`src/hdl/bounded_set_table_defines.svh`:
```
// Assertion macros for the bounded set table.
`ifndef BOUNDED_SET_TABLE_DEFINES_SVH
`define BOUNDED_SET_TABLE_DEFINES_SVH

`ifndef SYNTHESIS

// Same-cycle implication, reset masks the check.
`define BST_ASSERT_IMP(label, clk, rst, ante, cons) \
  label: assert property (@(posedge clk) disable iff (rst) (ante) |-> (cons)) \
    else $error("bounded_set_table: same-cycle check failed");

// Next-cycle implication, reset masks the check.
`define BST_ASSERT_NXT(label, clk, rst, ante, cons) \
  label: assert property (@(posedge clk) disable iff (rst) (ante) |=> (cons)) \
    else $error("bounded_set_table: next-cycle check failed");

`else

`define BST_ASSERT_IMP(label, clk, rst, ante, cons)
`define BST_ASSERT_NXT(label, clk, rst, ante, cons)

`endif

`endif

```
`src/hdl/bst_pkg.sv`:
```
package bst_pkg;

  localparam int MAX_ITEMS_DEF = 64;
  localparam int ITEM_BITS_DEF = 32;

  localparam int VALUE_W = 32;
  localparam int COUNT_W = 7;
  localparam int CAP_W   = 7;

  localparam logic [CAP_W-1:0] CAP_RESET = 7'd64;

  localparam logic [1:0] OP_INSERT = 2'd0;
  localparam logic [1:0] OP_REMOVE = 2'd1;
  localparam logic [1:0] OP_QUERY  = 2'd2;

  localparam logic [1:0] ST_DONE   = 2'd0;
  localparam logic [1:0] ST_DUP    = 2'd1;
  localparam logic [1:0] ST_FULL   = 2'd2;
  localparam logic [1:0] ST_ABSENT = 2'd3;

  typedef struct packed {
    logic               was_present;
    logic [1:0]         status;
    logic [COUNT_W-1:0] item_count;
    logic               is_full;
    logic               is_empty;
  } result_t;

endpackage

```
`src/hdl/bst_mem.sv`:
```
module bst_mem #(
  parameter int DEPTH = bst_pkg::MAX_ITEMS_DEF,
  parameter int WIDTH = bst_pkg::ITEM_BITS_DEF,
  localparam int AW = (DEPTH > 1) ? $clog2(DEPTH) : 1
) (
  input  logic             clk,
  input  logic             wr_en,
  input  logic [AW-1:0]    wr_addr,
  input  logic [WIDTH-1:0] wr_data,
  input  logic             rd_en,
  input  logic [AW-1:0]    rd_addr,
  output logic [WIDTH-1:0] rd_data
);

  logic [WIDTH-1:0] mem [DEPTH];

  always_ff @(posedge clk) begin
    if (wr_en) begin
      mem[wr_addr] <= wr_data;
    end
  end

  always_ff @(posedge clk) begin
    if (rd_en) begin
      rd_data <= mem[rd_addr];
    end
  end

endmodule

```
`src/hdl/bst_ctrl.sv`:
```
module bst_ctrl #(
  parameter int MAX_ITEMS = bst_pkg::MAX_ITEMS_DEF,
  parameter int ITEM_BITS = bst_pkg::ITEM_BITS_DEF,
  localparam int AW = (MAX_ITEMS > 1) ? $clog2(MAX_ITEMS) : 1
) (
  input  logic                        clk,
  input  logic                        rst,
  input  logic                        in_valid,
  output logic                        in_stall,
  input  logic [1:0]                  operation,
  input  logic [bst_pkg::VALUE_W-1:0] item_value,
  input  logic [bst_pkg::CAP_W-1:0]   capacity_limit,
  output logic                        res_valid,
  input  logic                        res_take,
  output bst_pkg::result_t            res,
  output logic                        mem_rd_en,
  output logic [AW-1:0]               mem_rd_addr,
  input  logic [ITEM_BITS-1:0]        mem_rd_data,
  output logic                        mem_wr_en,
  output logic [AW-1:0]               mem_wr_addr,
  output logic [ITEM_BITS-1:0]        mem_wr_data
);

  localparam int CNT_W = $clog2(MAX_ITEMS + 1);
  localparam int CW    = (CNT_W > bst_pkg::CAP_W) ? CNT_W : bst_pkg::CAP_W;
  localparam int VW    = (ITEM_BITS > bst_pkg::VALUE_W) ? ITEM_BITS : bst_pkg::VALUE_W;

  localparam logic [2:0] S_IDLE = 3'd0;
  localparam logic [2:0] S_SCAN = 3'd1;
  localparam logic [2:0] S_ACT  = 3'd2;
  localparam logic [2:0] S_MOVE = 3'd3;
  localparam logic [2:0] S_RESP = 3'd4;

  logic [2:0]           state;
  logic [1:0]           op;
  logic [ITEM_BITS-1:0] val;
  logic [CNT_W-1:0]     idx;
  logic                 pend;
  logic [AW-1:0]        pidx;
  logic                 found;
  logic [AW-1:0]        hit;
  logic [CNT_W-1:0]     count;
  logic [1:0]           status;

  logic [VW-1:0]        in_wide;
  logic                 hit_now;
  logic [CNT_W-1:0]     count_m1;
  logic [CW-1:0]        cap_ext;
  logic [CW-1:0]        cap_eff;
  logic                 count_full;

  assign in_wide  = VW'(item_value);
  assign hit_now  = pend && (mem_rd_data == val);
  assign count_m1 = count - CNT_W'(1);

  // Capacity above the array depth saturates to the depth.
  assign cap_ext    = CW'(capacity_limit);
  assign cap_eff    = (cap_ext > CW'(MAX_ITEMS)) ? CW'(MAX_ITEMS) : cap_ext;
  assign count_full = CW'(count) >= cap_eff;

  assign in_stall  = (state != S_IDLE);
  assign res_valid = (state == S_RESP);

  always_comb begin
    res.was_present = found;
    res.status      = status;
    res.item_count  = bst_pkg::COUNT_W'(count);
    res.is_full     = count_full;
    res.is_empty    = (count == '0);
  end

  always_comb begin
    mem_rd_en   = 1'b0;
    mem_rd_addr = idx[AW-1:0];
    mem_wr_en   = 1'b0;
    mem_wr_addr = count[AW-1:0];
    mem_wr_data = val;
    unique case (state)
      S_SCAN: begin
        if (!hit_now && (idx < count)) begin
          mem_rd_en = 1'b1;
        end
      end
      S_ACT: begin
        if (op == bst_pkg::OP_INSERT && !found && !count_full) begin
          mem_wr_en = 1'b1;
        end
        // fetch the last entry to fill the hole left by the removal
        if (op == bst_pkg::OP_REMOVE && found) begin
          mem_rd_en   = 1'b1;
          mem_rd_addr = count_m1[AW-1:0];
        end
      end
      S_MOVE: begin
        mem_wr_en   = 1'b1;
        mem_wr_addr = hit;
        mem_wr_data = mem_rd_data;
      end
      default: begin
      end
    endcase
  end

  always_ff @(posedge clk) begin
    if (rst) begin
      state <= S_IDLE;
      count <= '0;
      pend  <= 1'b0;
    end else begin
      unique case (state)
        S_IDLE: begin
          if (in_valid) begin
            op    <= operation;
            val   <= in_wide[ITEM_BITS-1:0];
            idx   <= '0;
            pend  <= 1'b0;
            state <= S_SCAN;
          end
        end
        S_SCAN: begin
          // compare the entry read last cycle while issuing the next read
          if (hit_now) begin
            found <= 1'b1;
            hit   <= pidx;
            pend  <= 1'b0;
            state <= S_ACT;
          end else if (idx < count) begin
            pend <= 1'b1;
            pidx <= idx[AW-1:0];
            idx  <= idx + CNT_W'(1);
          end else begin
            found <= 1'b0;
            pend  <= 1'b0;
            state <= S_ACT;
          end
        end
        S_ACT: begin
          status <= bst_pkg::ST_DONE;
          state  <= S_RESP;
          if (op == bst_pkg::OP_INSERT) begin
            if (found) begin
              status <= bst_pkg::ST_DUP;
            end else if (count_full) begin
              status <= bst_pkg::ST_FULL;
            end else begin
              count <= count + CNT_W'(1);
            end
          end else if (op == bst_pkg::OP_REMOVE) begin
            if (!found) begin
              status <= bst_pkg::ST_ABSENT;
            end else begin
              state <= S_MOVE;
            end
          end
        end
        S_MOVE: begin
          count <= count_m1;
          state <= S_RESP;
        end
        S_RESP: begin
          if (res_take) begin
            state <= S_IDLE;
          end
        end
        default: begin
          state <= S_IDLE;
        end
      endcase
    end
  end

endmodule

```
`src/hdl/bounded_set_table.sv`:
```
// Bounded set table: a set of distinct values held in a packed on-chip array.
// Request channel: in_valid / in_stall with operation (insert, remove, query;
// code 3 acts as a query) and item_value. Result channel: out_valid /
// out_stall with was_present, status, item_count, is_full and is_empty.
// Every request gives exactly one result, in request order.
// Each request scans the stored entries one per cycle through the array's
// single read port, stopping at the first match. After the scan the request
// is acted on, a remove that hits then moves the last entry into the freed
// slot, and the result waits in the response state until it is handed to
// the output register. One request is in flight at a time, so a new request
// is not taken before the previous one has been handed on.
// The next request is accepted once the previous result has been handed to
// the output register, even while that result is still stalled there.
// capacity_limit is written with cfg_wr_en; the user must write it only while the block
// is idle, which the block does not enforce. Values above the array depth act as the depth.
// Reset empties the set and sets capacity_limit to 64; there is no clearing
// pass, the array contents are ignored until written.
// While out_stall holds, the result stays put and at most one further
// request is taken and finished, and in_stall stays high until the output drains.
`include "bounded_set_table_defines.svh"

module bounded_set_table #(
  parameter int MAX_ITEMS = bst_pkg::MAX_ITEMS_DEF,
  parameter int ITEM_BITS = bst_pkg::ITEM_BITS_DEF
) (
  input  logic                         clk,
  input  logic                         rst,
  input  logic                         cfg_wr_en,
  input  logic [bst_pkg::CAP_W-1:0]    capacity_limit,
  input  logic                         in_valid,
  output logic                         in_stall,
  input  logic [1:0]                   operation,
  input  logic [bst_pkg::VALUE_W-1:0]  item_value,
  output logic                         out_valid,
  input  logic                         out_stall,
  output logic                         was_present,
  output logic [1:0]                   status,
  output logic [bst_pkg::COUNT_W-1:0]  item_count,
  output logic                         is_full,
  output logic                         is_empty
);

  localparam int AW = (MAX_ITEMS > 1) ? $clog2(MAX_ITEMS) : 1;

  logic [bst_pkg::CAP_W-1:0] cap;
  logic                      res_valid;
  logic                      res_take;
  bst_pkg::result_t          res;
  bst_pkg::result_t          out_res;

  logic                 mem_rd_en;
  logic [AW-1:0]        mem_rd_addr;
  logic [ITEM_BITS-1:0] mem_rd_data;
  logic                 mem_wr_en;
  logic [AW-1:0]        mem_wr_addr;
  logic [ITEM_BITS-1:0] mem_wr_data;

  always_ff @(posedge clk) begin
    if (rst) begin
      cap <= bst_pkg::CAP_RESET;
    end else if (cfg_wr_en) begin
      cap <= capacity_limit;
    end
  end

  bst_ctrl #(
    .MAX_ITEMS(MAX_ITEMS),
    .ITEM_BITS(ITEM_BITS)
  ) u_ctrl (
    .clk           (clk),
    .rst           (rst),
    .in_valid      (in_valid),
    .in_stall      (in_stall),
    .operation     (operation),
    .item_value    (item_value),
    .capacity_limit(cap),
    .res_valid     (res_valid),
    .res_take      (res_take),
    .res           (res),
    .mem_rd_en     (mem_rd_en),
    .mem_rd_addr   (mem_rd_addr),
    .mem_rd_data   (mem_rd_data),
    .mem_wr_en     (mem_wr_en),
    .mem_wr_addr   (mem_wr_addr),
    .mem_wr_data   (mem_wr_data)
  );

  bst_mem #(
    .DEPTH(MAX_ITEMS),
    .WIDTH(ITEM_BITS)
  ) u_mem (
    .clk    (clk),
    .wr_en  (mem_wr_en),
    .wr_addr(mem_wr_addr),
    .wr_data(mem_wr_data),
    .rd_en  (mem_rd_en),
    .rd_addr(mem_rd_addr),
    .rd_data(mem_rd_data)
  );

  // Load a ready result into the output register whenever it is empty or draining this cycle.
  assign res_take = res_valid && (!out_valid || !out_stall);

  always_ff @(posedge clk) begin
    if (rst) begin
      out_valid <= 1'b0;
    end else if (res_take) begin
      out_valid <= 1'b1;
    end else if (!out_stall) begin
      out_valid <= 1'b0;
    end
  end

  always_ff @(posedge clk) begin
    if (res_take) begin
      out_res <= res;
    end
  end

  assign was_present = out_res.was_present;
  assign status      = out_res.status;
  assign item_count  = out_res.item_count;
  assign is_full     = out_res.is_full;
  assign is_empty    = out_res.is_empty;

  `BST_ASSERT_IMP(a_refused_is_full, clk, rst, out_valid && status == bst_pkg::ST_FULL, is_full)
  `BST_ASSERT_IMP(a_dup_was_present, clk, rst, out_valid && status == bst_pkg::ST_DUP, was_present)
  `BST_ASSERT_IMP(a_absent_not_present, clk, rst, out_valid && status == bst_pkg::ST_ABSENT, !was_present)
  `BST_ASSERT_NXT(a_busy_after_accept, clk, rst, in_valid && !in_stall, in_stall)

endmodule
```
`config.mk`:
```
export PLATFORM = sky130hd
export DESIGN_NAME = bounded_set_table
export DESIGN_NICKNAME = d
export VERILOG_FILES = /design/src/hdl/bst_pkg.sv /design/src/hdl/bst_mem.sv /design/src/hdl/bst_ctrl.sv /design/src/hdl/bounded_set_table.sv
export VERILOG_INCLUDE_DIRS = /design/src /design/src/hdl
export SDC_FILE = /design/constraint.sdc
export NUM_CORES = 2
export LEC_CHECK = 0
export ABC_CLOCK_PERIOD_IN_PS = 4700
export BUFFER_PORTS_ARGS = -buffer_cell sky130_fd_sc_hd__buf_2
export CORE_MARGIN = 5
export CORE_UTILIZATION = 49
export DETAILED_ROUTE_END_ITERATION = 16
export HOLD_SLACK_MARGIN = 0.15
export SETUP_SLACK_MARGIN = 0.05
export SYNTH_ARGS = -nofsm -noshare
export SYNTH_HDL_FRONTEND = slang
export SYNTH_SLANG_ARGS = --single-unit
```
`constraint.sdc`:
```
create_clock -name clk -period 4.7 [get_ports clk]
set_clock_uncertainty 0.1 [all_clocks]
set_input_delay 0 -clock clk [delete_from_list [all_inputs] [get_ports clk]]
set_output_delay 0 -clock clk [all_outputs]
set_load 0.03 [all_outputs]
```
After elaboration in Yosys (flattened, before gate mapping)
Memory sizes are Yosys's and may differ from the RTL's. A register that Yosys moved wholly into a read port is not among the register bits.
Index checks and enable logic that the tools add are counted.
Widths: inputs -> output; s select.
- $add $sub $neg: 3
- $lt $le $gt $ge: 3
- equality and inequality tests: 16
- muxes and demuxes: 40
- bitwise operators: 2
- reduce and logical (&&, ||, !) cells: 27
- operators by type and width (cell ; number):
    $mux 7 ; 7
    $eq 32x32->1 ; 1
    $mux 32 ; 1
    $pmux 7 s2 ; 2
    $mux 3 ; 7
    $mux 6 ; 3
    $pmux 3 s5 ; 1
    $add 7x1->7 const B ; 2
    $reduce_and 3->1 ; 4
    $mux 1 ; 11
    $mux 2 ; 5
    $ne 2x1->1 const B ; 5
    $ne 2x2->1 const B ; 4
    $reduce_and 4->1 ; 2
    $ge 7x7->1 ; 1
    $gt 7x7->1 const B ; 1
    $logic_not 7->1 ; 1
    $lt 7x7->1 ; 1
    $sub 7x1->7 const B ; 1
    $eq 3x2->1 const B ; 2
    $logic_and 1x1->1 ; 6
    $pmux 1 s2 ; 3
    $logic_not 1->1 ; 5
    $reduce_and 5->1 ; 1
    other kinds (11) ; 14
- flip-flop bits (word level): 87
- memory bits (writable): 2048
- input port bits: 46
- output and inout port bits: 14
- logic and storage cells: 109
- memories: 1
- memory list (name ; words ; width ; read ports ; clocked after Yosys merged registers in ; wr ports ; line ; source):
    u_mem.mem ; 64 ; 32 ; 1 ; 1 ; 1 ; bst_mem.sv:15 ; logic [WIDTH-1:0] mem [DEPTH];

Depth between registers and ports, before layout
- word-level depth: 9
- mapped depth: 14

Modules after synthesis
A second synthesis with hierarchy kept.
- cell total of the unflattened synthesis: 3781
- area total of the unflattened synthesis: 83334.9 um^2
- by module, submodules not included (module ; instances ; cells each ; area each (um^2)):
    bst_mem ; 1 ; 3324 ; 78835.6
    bst_ctrl ; 1 ; 418 ; 3846.2
    bounded_set_table ; 1 ; 39 ; 653.1

Worst setup path after synthesis
No wires, ideal clock.
- kind: register to register
- start: register u_ctrl.count[0]
- end: memory u_mem.mem[0][0] (netlist name), enable pin
- arrival time: 3.737 ns
- setup slack: 0.442 ns
- stages on the path, launching flop included: 12
- clock period less this slack: 4.258 ns
- cell sequence: dfxtp_1 > buf_6 > inv_1 > ha_1 > nand2b_1 > a21o_1 > a21o_1 > a21oi_1 > o211ai_1 > a21boi_0 > nand2_1 > nor2_1
- cells in the longest elaborated chain, start to end: 7
- ends and longest elaborated chain (what ; line ; source):
    from (decl) ; bst_ctrl.sv:42 ; logic [CNT_W-1:0] count;
    from (signal assigned) ; bst_ctrl.sv:146 ; count <= count + CNT_W'(1);
    from (signal assigned) ; bst_ctrl.sv:157 ; count <= count_m1;
    $ge 7x7->1 ; bst_ctrl.sv:59 ; assign count_full = CW'(count) >= cap_eff;
    $logic_not 1->1 ; bst_ctrl.sv:85 ; if (op == bst_pkg::OP_INSERT && !found && !count_full) begin
    $logic_and 1x1->1 ; bst_ctrl.sv:85 ;
    $mux 1 ; bst_ctrl.sv:85 ;
    $pmux 1 s2 ; bst_ctrl.sv:78 ; unique case (state)
    $mux 1 ; bst_mem.sv:18 ; if (wr_en) begin
    $mux 1 (implied by the code) ; bst_mem.sv:19 ; mem[wr_addr] <= wr_data;
    to (decl) ; bst_mem.sv:15 ;
Several ways; a longest one is shown, not always the timed one.

Final worst setup path
- start: register u_ctrl.count[0]
- end: register u_mem.rd_data[14], read port of u_mem.mem (data pin)
- cells in the longest elaborated chain, start to end: 4
- ends and longest elaborated chain (what ; line ; source):
    $lt 7x7->1 ; bst_ctrl.sv:80 ; if (!hit_now && (idx < count)) begin
    $logic_and 1x1->1 ; bst_ctrl.sv:80 ;
    $mux 1 ; bst_ctrl.sv:80 ;
    $pmux 1 s2 ; bst_ctrl.sv:78 ;
    to (decl) ; bst_mem.sv:12 ; output logic [WIDTH-1:0] rd_data
Several ways; a longest one is shown, not always the timed one.
A chain may end at the register's enable or synchronous reset.

==> results.sh <==
export IMPL_run_status="complete, no violations"
export IMPL_synth_seq_area_share_pct=76.4
export IMPL_fillCellCount=13400
export IMPL_htreeDepth=4
export IMPL_fin_crit_ns=4.56
export IMPL_grt_usage_pct=28.1
export IMPL_synthAdderAreaFrac_pct=0.236
export IMPL_hold_viol=0
export IMPL_numClockSinks=2167
export IMPL_numCtsBuffers=219
export IMPL_multi_input_area_um2=19300
export IMPL_area_growth_pct=15.8
export IMPL_cts_setup_buffers=0
export IMPL_std_cell_rows=152
export IMPL_leakagePower_nw=33.7
export IMPL_syn_nets=5842
export IMPL_critPathArrivalTime_ns=5.07
export IMPL_tritoncts="yes"
export IMPL_drt_wirelength_per_cell_um=29.9
export IMPL_core_um2=172000
export IMPL_clockBufferDepth=3
export IMPL_crit_chain="inv_1 -> ha_1 -> xnor2_1 -> nor3_1 -> a31oi_4 -> buf_12 -> buf_4 -> o22ai_1 -> o21ai_0 -> nand4_1 -> or3_1"
export IMPL_p_sw_w=0.00986
export IMPL_drc_errors=0
export IMPL_start_util_pct=49.4
export IMPL_synth_main_ff_cell="edfxtp_1"
export IMPL_critPathMaxFanout=26
export IMPL_cp_start_kind="register"
export IMPL_p_seq_share_pct=51.5
export IMPL_fin_util_pct=57.1
export IMPL_ant_nets=0
export IMPL_antenna_found_initial=19
export IMPL_r2r_cells=11
export IMPL_synth_largest_area_cell="edfxtp_1"
export IMPL_io_pins=60
export IMPL_num_vias=52100
export IMPL_globalplace_congestion=0.965
export IMPL_worst_pin_slew_ns=1.28
export IMPL_path_class="reg -> reg"
export IMPL_p_comb_share_pct=8.2
export IMPL_place_hpwl_um=154000
export IMPL_cp_end_kind="register"
export IMPL_die_w_um=426
export IMPL_vias_per_cell=6.05
export IMPL_grt_max_degree=161
export IMPL_synth_edf_count=2148
export IMPL_grt_pass1_wl_um=365000
export IMPL_critPathMaxStageDelay_ns=0.63
export IMPL_syn_area_um2=84900
export IMPL_clk_latency_ns=0.88
export IMPL_clk_pin_slew_ns=0.06
export IMPL_drv_slew=0
export IMPL_power_per_cell_area_nw_per_um2=425
export IMPL_routed_wirelength_um=258000
export IMPL_synth_top_family_by_area="simple AND/OR/NAND/NOR gates"
export IMPL_synth_distinct_cells=64
export IMPL_synth_top_area_share_pct=75.9
export IMPL_finalSetupViolCount=0
export IMPL_pwr_share_clk_pct=40.3
export IMPL_fin_nets=6166
export IMPL_max_freq_ghz=0.219
export IMPL_synth_area_top_cells="edfxtp_1 (76%), mux2i_1 (6.1%), nand2_1 (5.1%)"
export IMPL_dp_cells=8088
export IMPL_dr_pass1_iters=5
export IMPL_hold_class="in -> reg"
export IMPL_relSlewSlack_pct=14.5
export IMPL_first_iter_violations=6910
export IMPL_yosys_area_share_simple_pct=11.5
export IMPL_syn_inst=5780
export IMPL_ys_warn_count=0
export IMPL_synth_xor_area_share_pct=0.505
export IMPL_min_period_over_period_pct=97.0
export IMPL_swShare_pct=23.6
export IMPL_grt_pass1_vias=49400
export IMPL_peakVddDrop_mv=0.437
export IMPL_overflow=0
export IMPL_syn_area_per_cell_um2=14.7
export IMPL_cp_slowest_cell="o21ai_0"
export IMPL_ys_async_sr_fraction_pct=0
export IMPL_dieArea_um2=182000
export IMPL_fin_area_um2=98400
export IMPL_portBuffers=59
export IMPL_max_cap_violations=0
export IMPL_ys_seq_elements=2167
export IMPL_cts_root_buffer="clkbuf_16"
export IMPL_fin_cells=8609
export IMPL_die_h_um=426
export IMPL_drive_above_1_share_pct=12.3
export IMPL_synthMuxAreaShare_pct=6.15
export IMPL_rsz0062_at_grt="false"
export IMPL_whs_path_depth=3
export IMPL_ff2ff_setup_slack_ns=0.14
export IMPL_register_area_um2=64900
export IMPL_placed_area_um2=90300
export IMPL_p_int_w=0.0319
export IMPL_worstPathRequired_ns=5.21
export IMPL_synth_compound_area_share_pct=3.32
## sequential cells by signal, indices dropped and copies added (netlist names), 2 cells and up
signal / cells
u_ctrl.op: 2
u_ctrl.pidx: 6
status: 2
u_ctrl.status: 2
u_mem.rd_data: 32
cap: 7
item_count: 7
u_ctrl.val: 32
u_ctrl.state: 3
u_ctrl.count: 7
u_ctrl.hit: 6
u_ctrl.idx: 7
u_mem.mem: 2048
## area by class of cell
| class | instances | area share, % |
|---|---|---|
| Antenna cell | 11 | 0.0280 |
| Multi-Input combinational cell | 3263 | 19.6 |
| Tap cell | 2310 | 2.94 |
| Clock buffer | 285 | 5.91 |
| Inverter | 14 | 0.0534 |
| Clock inverter | 120 | 1.14 |
| Timing Repair Buffer | 439 | 4.35 |
| Sequential cell | 2167 | 66.0 |
## power by group through the flow
stage | combinational (W) | sequential (W) | clock, W
after floorplan | 0.00182 | 0.0219 | 0
after global placement | 0.00329 | 0.0219 | 0
after detailed placement | 0.00332 | 0.0219 | 0
after CTS | 0.00340 | 0.0215 | 0.0171
after global routing | 0.00361 | 0.0215 | 0.0179
final | 0.00344 | 0.0215 | 0.0168
## per-stage QoR
step	power [W]	worst slack [ns]	hold WS, ns	setup TNS [ns]
after global placement	0.0252	-0.00515	0.0791	-0.00515
final	0.0418	0.142	0.244	0
after floorplan	0.0237	0.442	-0.00113	0
after global routing	0.0431	0.100	0.250	0
after detailed placement	0.0253	-0.00599	0.0782	-0.00599
after CTS	0.0420	0.0545	0.161	0
## logic make-up (layout without fill, tap and decap cells)
group	count (synthesis)	count (layout)
and+or+nand+nor	2213	2213
DFF	2167	2167
muxes	521	521
AOI/OAI and AO/OA	464	464
buffers and inverters	350	858
xor gates and xnor gates	49	49
adders and majority gates	16	16
other	0	11
## path summary, 6_finish.rpt
kind	startpoint	end
worst min-delay path	rst	u_ctrl.found$_SDFFCE_PP1P_
worst max register to register	u_ctrl.count[0]$_SDFFE_PP0P_	u_mem.rd_data[14]$_DFFE_PP_
worst max-delay path	u_ctrl.count[0]$_SDFFE_PP0P_	u_mem.rd_data[14]$_DFFE_PP_
worst min register to register	u_ctrl.pidx[4]$_DFFE_PP_	u_ctrl.hit[4]$_DFFE_PP_
## cells in the mapped netlist, drive strengths merged, types with 19 or more instances
cell    instances
o22ai         254
nor2          117
nand2        1147
dfxtp          19
buf           197
nand4         101
clkbuf        139
o21ai         134
nand3         759
xnor2          41
edfxtp       2148
or3            32
mux2i         516
a21oi          19
## cells in the final DEF, fill, tap and decap left out, drive strengths merged, types with 4 or more instances in the layout
| cell type | n |
|---|---|
| o31ai | 10 |
| mux2i | 516 |
| nand2b | 4 |
| dfxtp | 19 |
| a21o | 10 |
| o22ai | 254 |
| mux2 | 5 |
| nor4 | 10 |
| a31oi | 8 |
| diode | 11 |
| bufinv | 14 |
| nand4 | 101 |
| and3 | 6 |
| nor2b | 5 |
| xor2 | 8 |
| buf | 334 |
| or3 | 32 |
| inv | 20 |
| o21ai | 134 |
| edfxtp | 2148 |
| clkinvlp | 7 |
| clkinv | 93 |
| ha | 16 |
| xnor2 | 41 |
| nor2 | 117 |
| clkbuf | 285 |
| nor3 | 16 |
| nand2 | 1147 |
| a21oi | 19 |
| nand3 | 759 |
| dlygate4sd3 | 105 |
| nand3b | 6 |
| a211oi | 5 |
| nor3b | 4 |
## worst max-delay path, delay by kind of cell, from the launching register on
family,cells,cell delay (ns)
buffers and inverters,3,0.69
flip-flops,1,0.34
AO/OA/AOI/OAI,3,1.07
AND/OR/NAND/NOR,3,1.29
XOR/XNOR,1,0.49
adder cells (fa/ha/maj),1,0.30
## routing by layer
layer | track usage [%] | routed length (µm) | up-vias
met4 | 12.6 | 13000 | 8
met2 | 42.6 | 117000 | 2649
met3 | 5.26 | 24000 | 451
li1 | - | - | 22500
met5 | 0 | 55 | -
met1 | 39.9 | 104000 | 26500
## timing repair
action | CTS | global route
cloned | 0 | 0
resized for setup | 3 | 5
endpoints found under the setup margin | 3 | 71
hold buffers | 105 | 0
hold endpoints to repair | 121 | 0
pin swaps | 0 | 2
No activity file was read; power rests on OpenSTA's default activity.
